`src/hdl/hfp_pkg.sv`:
```
// ----------------------------------------------------------------------------
// hfp_pkg
// shared types and constants for the header frame parser with ring fifos
// ----------------------------------------------------------------------------
package hfp_pkg;

   localparam int BYTE_W = 8;
   localparam int CMD_W = 3;
   localparam int CSR_IDX_W = 4;

   localparam int FRAME_FIFO_DEPTH_DEF = 8;
   localparam int FORWARD_FIFO_DEPTH_DEF = 64;

   typedef enum logic [CMD_W-1:0] {
      CMD_RECEIVE     = 3'd0,
      CMD_FORWARD     = 3'd1,
      CMD_POP_FRAME   = 3'd2,
      CMD_POP_FORWARD = 3'd3,
      CMD_FLUSH       = 3'd4
   } cmd_type;

   typedef enum logic [CSR_IDX_W-1:0] {
      CSR_HEADER_BYTE   = 4'd0,
      CSR_STATUS_CODE_A = 4'd1,
      CSR_STATUS_CODE_B = 4'd2,
      CSR_STATUS_CODE_C = 4'd3
   } csr_index_type;

   // controller to datapath
   typedef struct packed {
      logic exec;   // execute the presented request this cycle
   } dp_cmd_type;

endpackage

```
`src/hdl/hfp_ctrl.sv`:
```
// ----------------------------------------------------------------------------
// hfp_ctrl
// request/response sequencer: one request in flight, result held until taken
// ----------------------------------------------------------------------------
module hfp_ctrl
   import hfp_pkg::*;
(
   input  logic       clock,
   input  logic       reset,
   input  logic       req_valid,
   output logic       req_stall,
   output logic       rsp_valid,
   input  logic       rsp_stall,
   output dp_cmd_type dp_cmd
);

   typedef enum logic {
      ST_IDLE,
      ST_RESP
   } state_type;

   state_type state_ff, state_in;

   always_comb begin
      state_in = state_ff;
      unique case (state_ff)
         ST_IDLE: begin
            if (req_valid) begin
               state_in = ST_RESP;
            end
         end
         ST_RESP: begin
            if (!rsp_stall) begin
               state_in = ST_IDLE;
            end
         end
         default: state_in = ST_IDLE;
      endcase
   end

   always_ff @(posedge clock) begin
      if (reset) begin
         state_ff <= ST_IDLE;
      end else begin
         state_ff <= state_in;
      end
   end

   assign req_stall   = (state_ff != ST_IDLE);
   assign rsp_valid   = (state_ff == ST_RESP);
   assign dp_cmd.exec = (state_ff == ST_IDLE) && req_valid;

endmodule

```
`src/hdl/hfp_datapath.sv`:
```
// ----------------------------------------------------------------------------
// hfp_datapath
// config registers, parser, forward and frame ring fifos, result registers
// ----------------------------------------------------------------------------
module hfp_datapath
   import hfp_pkg::*;
#(
   parameter int FRAME_FIFO_DEPTH   = FRAME_FIFO_DEPTH_DEF,
   parameter int FORWARD_FIFO_DEPTH = FORWARD_FIFO_DEPTH_DEF
) (
   input  logic                 clock,
   input  logic                 reset,
   input  dp_cmd_type           dp_cmd,
   input  logic [CMD_W-1:0]     req_command,
   input  logic [BYTE_W-1:0]    req_rx_byte,
   input  logic                 csr_write_enable,
   input  logic [CSR_IDX_W-1:0] csr_index,
   input  logic [BYTE_W-1:0]    csr_write_data,
   output logic                 rsp_frame_valid,
   output logic [BYTE_W-1:0]    rsp_frame_code,
   output logic                 rsp_forward_valid,
   output logic [BYTE_W-1:0]    rsp_forward_byte,
   output logic                 rsp_forward_dropped,
   output logic                 rsp_frame_dropped
);

   localparam int FRM_PW = $clog2(FRAME_FIFO_DEPTH);
   localparam int FWD_PW = $clog2(FORWARD_FIFO_DEPTH);
   localparam logic [FRM_PW-1:0] FRM_LAST = FRM_PW'(FRAME_FIFO_DEPTH - 1);
   localparam logic [FWD_PW-1:0] FWD_LAST = FWD_PW'(FORWARD_FIFO_DEPTH - 1);

   // configuration
   logic [BYTE_W-1:0] header_ff, code_a_ff, code_b_ff, code_c_ff;

   // parser and pointers
   logic              header_seen_ff, header_seen_in;
   logic [FRM_PW-1:0] frm_wp_ff, frm_wp_in, frm_rp_ff, frm_rp_in;
   logic [FWD_PW-1:0] fwd_wp_ff, fwd_wp_in, fwd_rp_ff, fwd_rp_in;

   // storage
   logic [BYTE_W-1:0] frame_mem [FRAME_FIFO_DEPTH];
   logic [BYTE_W-1:0] forward_mem [FORWARD_FIFO_DEPTH];
   logic [BYTE_W-1:0] frm_rd_ff, fwd_rd_ff;

   // result flags
   logic frm_valid_ff, frm_valid_in;
   logic fwd_valid_ff, fwd_valid_in;
   logic fwd_drop_ff, fwd_drop_in;
   logic frm_drop_ff, frm_drop_in;

   logic              frm_push, fwd_push, frm_pop, fwd_pop;
   logic [FRM_PW-1:0] frm_wp_next, frm_rp_next;
   logic [FWD_PW-1:0] fwd_wp_next, fwd_rp_next;
   logic              frm_full, fwd_full, frm_empty, fwd_empty;
   logic              is_header, code_hit;
   cmd_type           cmd;

   assign cmd = cmd_type'(req_command);

   assign frm_wp_next = (frm_wp_ff == FRM_LAST) ? '0 : frm_wp_ff + 1'b1;
   assign frm_rp_next = (frm_rp_ff == FRM_LAST) ? '0 : frm_rp_ff + 1'b1;
   assign fwd_wp_next = (fwd_wp_ff == FWD_LAST) ? '0 : fwd_wp_ff + 1'b1;
   assign fwd_rp_next = (fwd_rp_ff == FWD_LAST) ? '0 : fwd_rp_ff + 1'b1;

   assign frm_full  = (frm_wp_next == frm_rp_ff);
   assign fwd_full  = (fwd_wp_next == fwd_rp_ff);
   assign frm_empty = (frm_wp_ff == frm_rp_ff);
   assign fwd_empty = (fwd_wp_ff == fwd_rp_ff);

   assign is_header = (req_rx_byte == header_ff);
   assign code_hit  = (req_rx_byte == code_a_ff) || (req_rx_byte == code_b_ff)
                      || (req_rx_byte == code_c_ff);

   always_comb begin
      header_seen_in = header_seen_ff;
      frm_wp_in      = frm_wp_ff;
      frm_rp_in      = frm_rp_ff;
      fwd_wp_in      = fwd_wp_ff;
      fwd_rp_in      = fwd_rp_ff;
      frm_valid_in   = 1'b0;
      fwd_valid_in   = 1'b0;
      fwd_drop_in    = 1'b0;
      frm_drop_in    = 1'b0;
      frm_push       = 1'b0;
      fwd_push       = 1'b0;
      frm_pop        = 1'b0;
      fwd_pop        = 1'b0;
      unique case (cmd)
         CMD_RECEIVE, CMD_FORWARD: begin
            fwd_drop_in = fwd_full;
            fwd_push    = !fwd_full;
            if (cmd == CMD_RECEIVE) begin
               // header compare wins over the status codes
               if (is_header) begin
                  header_seen_in = 1'b1;
               end else if (header_seen_ff) begin
                  header_seen_in = 1'b0;
                  if (code_hit) begin
                     frm_drop_in = frm_full;
                     frm_push    = !frm_full;
                  end
               end
            end
         end
         CMD_POP_FRAME: begin
            frm_valid_in = !frm_empty;
            frm_pop      = !frm_empty;
         end
         CMD_POP_FORWARD: begin
            fwd_valid_in = !fwd_empty;
            fwd_pop      = !fwd_empty;
         end
         CMD_FLUSH: begin
            frm_wp_in      = '0;
            frm_rp_in      = '0;
            header_seen_in = 1'b0;
         end
         default: ;
      endcase
      if (frm_push) frm_wp_in = frm_wp_next;
      if (fwd_push) fwd_wp_in = fwd_wp_next;
      if (frm_pop)  frm_rp_in = frm_rp_next;
      if (fwd_pop)  fwd_rp_in = fwd_rp_next;
   end

   always_ff @(posedge clock) begin
      if (reset) begin
         header_ff      <= '0;
         code_a_ff      <= '0;
         code_b_ff      <= '0;
         code_c_ff      <= '0;
         header_seen_ff <= 1'b0;
         frm_wp_ff      <= '0;
         frm_rp_ff      <= '0;
         fwd_wp_ff      <= '0;
         fwd_rp_ff      <= '0;
      end else begin
         if (csr_write_enable) begin
            unique case (csr_index_type'(csr_index))
               CSR_HEADER_BYTE:   header_ff <= csr_write_data;
               CSR_STATUS_CODE_A: code_a_ff <= csr_write_data;
               CSR_STATUS_CODE_B: code_b_ff <= csr_write_data;
               CSR_STATUS_CODE_C: code_c_ff <= csr_write_data;
               default: ;
            endcase
         end
         if (dp_cmd.exec) begin
            header_seen_ff <= header_seen_in;
            frm_wp_ff      <= frm_wp_in;
            frm_rp_ff      <= frm_rp_in;
            fwd_wp_ff      <= fwd_wp_in;
            fwd_rp_ff      <= fwd_rp_in;
         end
      end
   end

   // result registers, loaded once per request and held until taken
   always_ff @(posedge clock) begin
      if (dp_cmd.exec) begin
         frm_valid_ff <= frm_valid_in;
         fwd_valid_ff <= fwd_valid_in;
         fwd_drop_ff  <= fwd_drop_in;
         frm_drop_ff  <= frm_drop_in;
      end
   end

   // frame ring storage
   always_ff @(posedge clock) begin
      if (dp_cmd.exec && frm_push) begin
         frame_mem[frm_wp_ff] <= req_rx_byte;
      end
      if (dp_cmd.exec && frm_pop) begin
         frm_rd_ff <= frame_mem[frm_rp_ff];
      end
   end

   // forward ring storage
   always_ff @(posedge clock) begin
      if (dp_cmd.exec && fwd_push) begin
         forward_mem[fwd_wp_ff] <= req_rx_byte;
      end
      if (dp_cmd.exec && fwd_pop) begin
         fwd_rd_ff <= forward_mem[fwd_rp_ff];
      end
   end

   assign rsp_frame_valid     = frm_valid_ff;
   assign rsp_frame_code      = frm_valid_ff ? frm_rd_ff : '0;
   assign rsp_forward_valid   = fwd_valid_ff;
   assign rsp_forward_byte    = fwd_valid_ff ? fwd_rd_ff : '0;
   assign rsp_forward_dropped = fwd_drop_ff;
   assign rsp_frame_dropped   = frm_drop_ff;

endmodule

```
`src/hdl/header_frame_parser_with_fifos_unit.sv`:
```
// ----------------------------------------------------------------------------
// header_frame_parser_with_fifos_unit
// link byte parser with a forward ring fifo and a frame code ring fifo
// ----------------------------------------------------------------------------
//
//   channel   handshake              payload
//   -------   --------------------   ----------------------------------------
//   req       req_valid / req_stall  req_command, req_rx_byte
//   rsp       rsp_valid / rsp_stall  frame/forward valid, code, byte, drops
//   csr       csr_write_enable       csr_index, csr_write_data (no read-back)
//
// each request is executed at the transfer edge (pointer update, fifo write or
// registered fifo read), and the next cycle shows the result
// one request is in flight at a time; req_stall stays high while a result waits
// rsp_stall holds the result and the request side stays stalled with it
// synchronous active-high reset clears pointers, parser and config registers;
// fifo storage is not cleared and needs no clearing pass
//
module header_frame_parser_with_fifos_unit
   import hfp_pkg::*;
#(
   parameter int FRAME_FIFO_DEPTH   = FRAME_FIFO_DEPTH_DEF,
   parameter int FORWARD_FIFO_DEPTH = FORWARD_FIFO_DEPTH_DEF
) (
   input  logic                 clock,
   input  logic                 reset,
   // request channel
   input  logic                 req_valid,
   output logic                 req_stall,
   input  logic [CMD_W-1:0]     req_command,
   input  logic [BYTE_W-1:0]    req_rx_byte,
   // response channel
   output logic                 rsp_valid,
   input  logic                 rsp_stall,
   output logic                 rsp_frame_valid,
   output logic [BYTE_W-1:0]    rsp_frame_code,
   output logic                 rsp_forward_valid,
   output logic [BYTE_W-1:0]    rsp_forward_byte,
   output logic                 rsp_forward_dropped,
   output logic                 rsp_frame_dropped,
   // register write port
   input  logic                 csr_write_enable,
   input  logic [CSR_IDX_W-1:0] csr_index,
   input  logic [BYTE_W-1:0]    csr_write_data
);

   dp_cmd_type dp_cmd;

   // sequencer: accepts a request, then holds the result until it is taken
   hfp_ctrl u_ctrl (
      .clock     (clock),
      .reset     (reset),
      .req_valid (req_valid),
      .req_stall (req_stall),
      .rsp_valid (rsp_valid),
      .rsp_stall (rsp_stall),
      .dp_cmd    (dp_cmd)
   );

   // parser, both rings and the result registers
   hfp_datapath #(
      .FRAME_FIFO_DEPTH   (FRAME_FIFO_DEPTH),
      .FORWARD_FIFO_DEPTH (FORWARD_FIFO_DEPTH)
   ) u_datapath (
      .clock               (clock),
      .reset               (reset),
      .dp_cmd              (dp_cmd),
      .req_command         (req_command),
      .req_rx_byte         (req_rx_byte),
      .csr_write_enable    (csr_write_enable),
      .csr_index           (csr_index),
      .csr_write_data      (csr_write_data),
      .rsp_frame_valid     (rsp_frame_valid),
      .rsp_frame_code      (rsp_frame_code),
      .rsp_forward_valid   (rsp_forward_valid),
      .rsp_forward_byte    (rsp_forward_byte),
      .rsp_forward_dropped (rsp_forward_dropped),
      .rsp_frame_dropped   (rsp_frame_dropped)
   );

endmodule

```
`config.mk`:
```
export PLATFORM = sky130hd
export DESIGN_NAME = header_frame_parser_with_fifos_unit
export DESIGN_NICKNAME = d
export VERILOG_FILES = /design/src/hdl/hfp_pkg.sv /design/src/hdl/hfp_ctrl.sv /design/src/hdl/hfp_datapath.sv /design/src/hdl/header_frame_parser_with_fifos_unit.sv
export SDC_FILE = /design/constraint.sdc
export NUM_CORES = 1
export LEC_CHECK = 0
export BUFFER_PORTS_ARGS = -buffer_cell sky130_fd_sc_hd__buf_2
export CORE_MARGIN = 2
export CORE_UTILIZATION = 60
export CTS_CLUSTER_DIAMETER = 40
export DETAILED_ROUTE_END_ITERATION = 6
export GPL_TIMING_DRIVEN = 0
export PLACE_DENSITY = 0.74
export SLEW_MARGIN = 25
export SYNTH_ARGS = -nofsm -noshare
export SYNTH_HDL_FRONTEND = slang
export SYNTH_HIERARCHICAL = 1
export SYNTH_SLANG_ARGS = --single-unit
```
`constraint.sdc`:
```
create_clock -name clock -period 7.25 [get_ports clock]
set_clock_uncertainty 0.2 [all_clocks]
set_input_delay 0.725 -clock clock [delete_from_list [all_inputs] [get_ports clock]]
set_output_delay 0.725 -clock clock [all_outputs]
set_load 0.01 [all_outputs]
```
==> qor.txt <==
CP arrival: 3.85 ns
Synth Instances: 1330
number of synthesized register bits: 648
asr flop ratio synth: 0%
post-route setup slack: 3.40 ns
largest net degree at the start of global routing: 74
crit share post-route: 53.1%
Total Routed Length: 62.1 mm
post-cts gate resize count: 0
DP Cell Count: 1980
largest area contributor in the synthesized netlist: edfxtp_1
die height: 212 um
Post-synth EDFFs: 596
io pins: 50
First-pass DRT Iterations: 6
actual slew at the worst max-slew pin: 1.15 ns
area delta synth->final: 14.6%
Mean Syn Cell Area: 19.5 sq um
Cell variety after synth: 59
worst min path class: input pin to register
Final Hold Fails: 0
Final min period: 3.85 ns
DRT iter0 DRCs: 1437
Worst setup SP type: register
fillers: 2665
Sequential Area: 0.0189 sq mm
final setup fails: 0
syn nets: 1364
row count: 76
I/O Buffers: 49
dpl ws: 2.82 ns
vias in the first global route: 13500
CP Class: register to register
Hold Slack: 0.130 ns
Final ANT Viol Nets: 0
RSZ-0062 raised after global routing: no
Setup crit end kind: register
drt wl/cell: 29.3 um
top post-synthesis cells by count: edfxtp_1 (596), mux4_2 (174), nor2_1 (110)
Main synth FF type: edfxtp_1
DRC viols: 0
root buffer cell: clkbuf_16
CTS Buf Count: 75
TritonCTS clock tree: done
final core occ: 69.3%
Yosys Warn Count: 6
post-synth top area share: 69.0%
top cells by area, synth: edfxtp_1 (69%), mux4_2 (15%), dfxtp_1 (4.0%), mux2i_1 (1.7%), nor2_1 (1.6%)
initial antenna violation count: 1
synthesized area: 0.0259 sq mm
DIE AREA: 0.0449 sq mm
Starting Density: 60.5%
max-cap violation count: 0
post-CTS setup buffers: 0
Relative slew margins: 23.6%
GRT overflow: 0
PwrDens: 271 mW/mm^2
CTS H-tree lvls: 3
global-route wire length before repair: 90.0 mm
Final HPWL DP: 38.2 mm
area post-placement: 0.0272 sq mm
Max Fclk: 260 MHz
setup TNS: 0 ns
RePlAce Congestion: 0.908
Nets: 1507
proportion of layout cells with a drive suffix above 1: 28.2%
Clock transition at path regs: 0.05 ns
Overall Power: 8.05 mW
fin area: 0.0297 sq mm
core area: 0.0429 sq mm
Horiz. Die Dim: 212 um
area of the multi-input gates: 0.00674 sq mm
Num Clock Sinks: 648
maximum buffer depth of the clock tree: 3
GRT Total Usage: 28.7%
fin cells: 2116
Worst Path Required: 7.25 ns
max-slew violations: 0
P_leak: 9.35 nW
hold-fix buffers at CTS: 0
most frequent cell after synthesis: edfxtp_1
sequential fraction of the synthesis area: 73.0%
vias after detailed routing: 13700
Clock Latency Late Sink: 0.58 ns
Max FO, Critical Path: 9
status: complete, no violations
DR vias/cell: 6.46
Worst VDD drop: 225 uV
==> worst max-delay path, stage by stage, from the launching register on <==
cell and delay [ns]:
dfxtp_1 0.40, ha_1 0.17, buf_2 0.23, a21oi_1 0.09, or4_1 0.47, o311a_1 0.13, and3_1 0.18, buf_6 0.14
or4_1 0.39, clkbuf_1 0.24, nor2_1 0.81
==> final cells by class <==
type | instances | share of cell area, %
sequential | 648 | 63.7
clock buffer | 95 | 6.99
inverter | 9 | 0.114
antenna | 1 | 0.00842
buffer | 86 | 1.29
tap | 585 | 2.46
multi-input combinational | 587 | 22.7
timing repair buffer | 66 | 1.32
clock inverter | 39 | 1.45
==> sequential cells by signal, summed over array words and instances, names as in the netlist <==
name,count
u_datapath/forward_mem,512
u_datapath/frame_mem,64
u_datapath/code_a_ff,8
u_datapath/code_b_ff,8
u_datapath/code_c_ff,8
u_datapath/frm_rd_ff,8
u_datapath/fwd_rd_ff,8
u_datapath/header_ff,8
u_datapath/fwd_rp_ff,6
u_datapath/fwd_wp_ff,6
u_datapath/frm_rp_ff,3
u_datapath/frm_wp_ff,3
u_ctrl/req_stall,1
u_datapath/header_seen_ff,1
u_datapath/rsp_forward_dropped,1
u_datapath/rsp_forward_valid,1
u_datapath/rsp_frame_dropped,1
u_datapath/rsp_frame_valid,1
==> report_power, final <==
group | switching [mW] | leakage (nW) | internal (mW)
Clock | 1.44 | 1.23 | 2.32
Sequential | 0.00528 | 5.78 | 4.08
Combinational | 0.137 | 2.35 | 0.0574
==> cell usage in the layout, fill, tap and decap left out, types with 4 or more instances in the layout <==
cell type	Yosys	final
a21oi_1	10	10
a31oi_1	6	6
and2_1	19	19
buf_1	13	11
buf_2	26	70
buf_4	2	24
bufinv_16	0	8
clkbuf_1	43	55
clkbuf_16	0	81
clkinv_1	0	12
clkinv_2	0	6
clkinv_4	0	6
dfxtp_1	52	52
edfxtp_1	596	596
ha_1	6	6
inv_1	9	9
inv_6	0	4
mux2_2	8	8
mux2i_1	43	43
mux4_2	174	174
nand2_1	21	21
nand2b_1	5	5
nand3_1	15	15
nand3b_1	6	6
nand4_1	8	8
nor2_1	110	108
nor2_2	4	6
nor3_2	1	22
nor4b_2	0	4
o21ai_0	4	4
o22ai_1	11	11
or3_1	12	12
xnor2_1	31	31
xor2_1	17	17
==> metal layers <==
metal / global-route usage, % / vias up / part of all wire (%)
li1: - / 5689 / -
met1: 38.9 / 7063 / 37
met2: 45.5 / 791 / 49
met3: 7.85 / 124 / 11
met4: 10.4 / 2 / 3.1
met5: 0 / - / 0.018
==> worst paths after layout <==
kind | startpoint | endpoint | slack, ns | cells past startpoint
hold / removal | reset | u_ctrl/req_stall | 0.13 | 2
hold reg to reg | u_datapath/header_seen_ff | u_datapath/header_seen_ff | 0.30 | 2
setup / recovery | u_datapath/fwd_wp_ff[1] | u_datapath/forward_mem[4][2] | 3.40 | 10
setup reg to reg | u_datapath/fwd_wp_ff[1] | u_datapath/forward_mem[4][2] | 3.40 | 10
==> logic make-up (layout without fill, tap and decap cells) <==
kind of cell	count (synthesis)	after routing	share of synthesized area, %
compound gates	54	54	1.49
xor+xnor	48	48	1.62
fa+ha+maj	6	6	0.289
buf+inv	95	295	1.59
flops	648	648	73.0
mux	226	226	17.2
other cells	0	1	0
simple gates	253	253	4.87
Power figures use the tool's default switching activity.
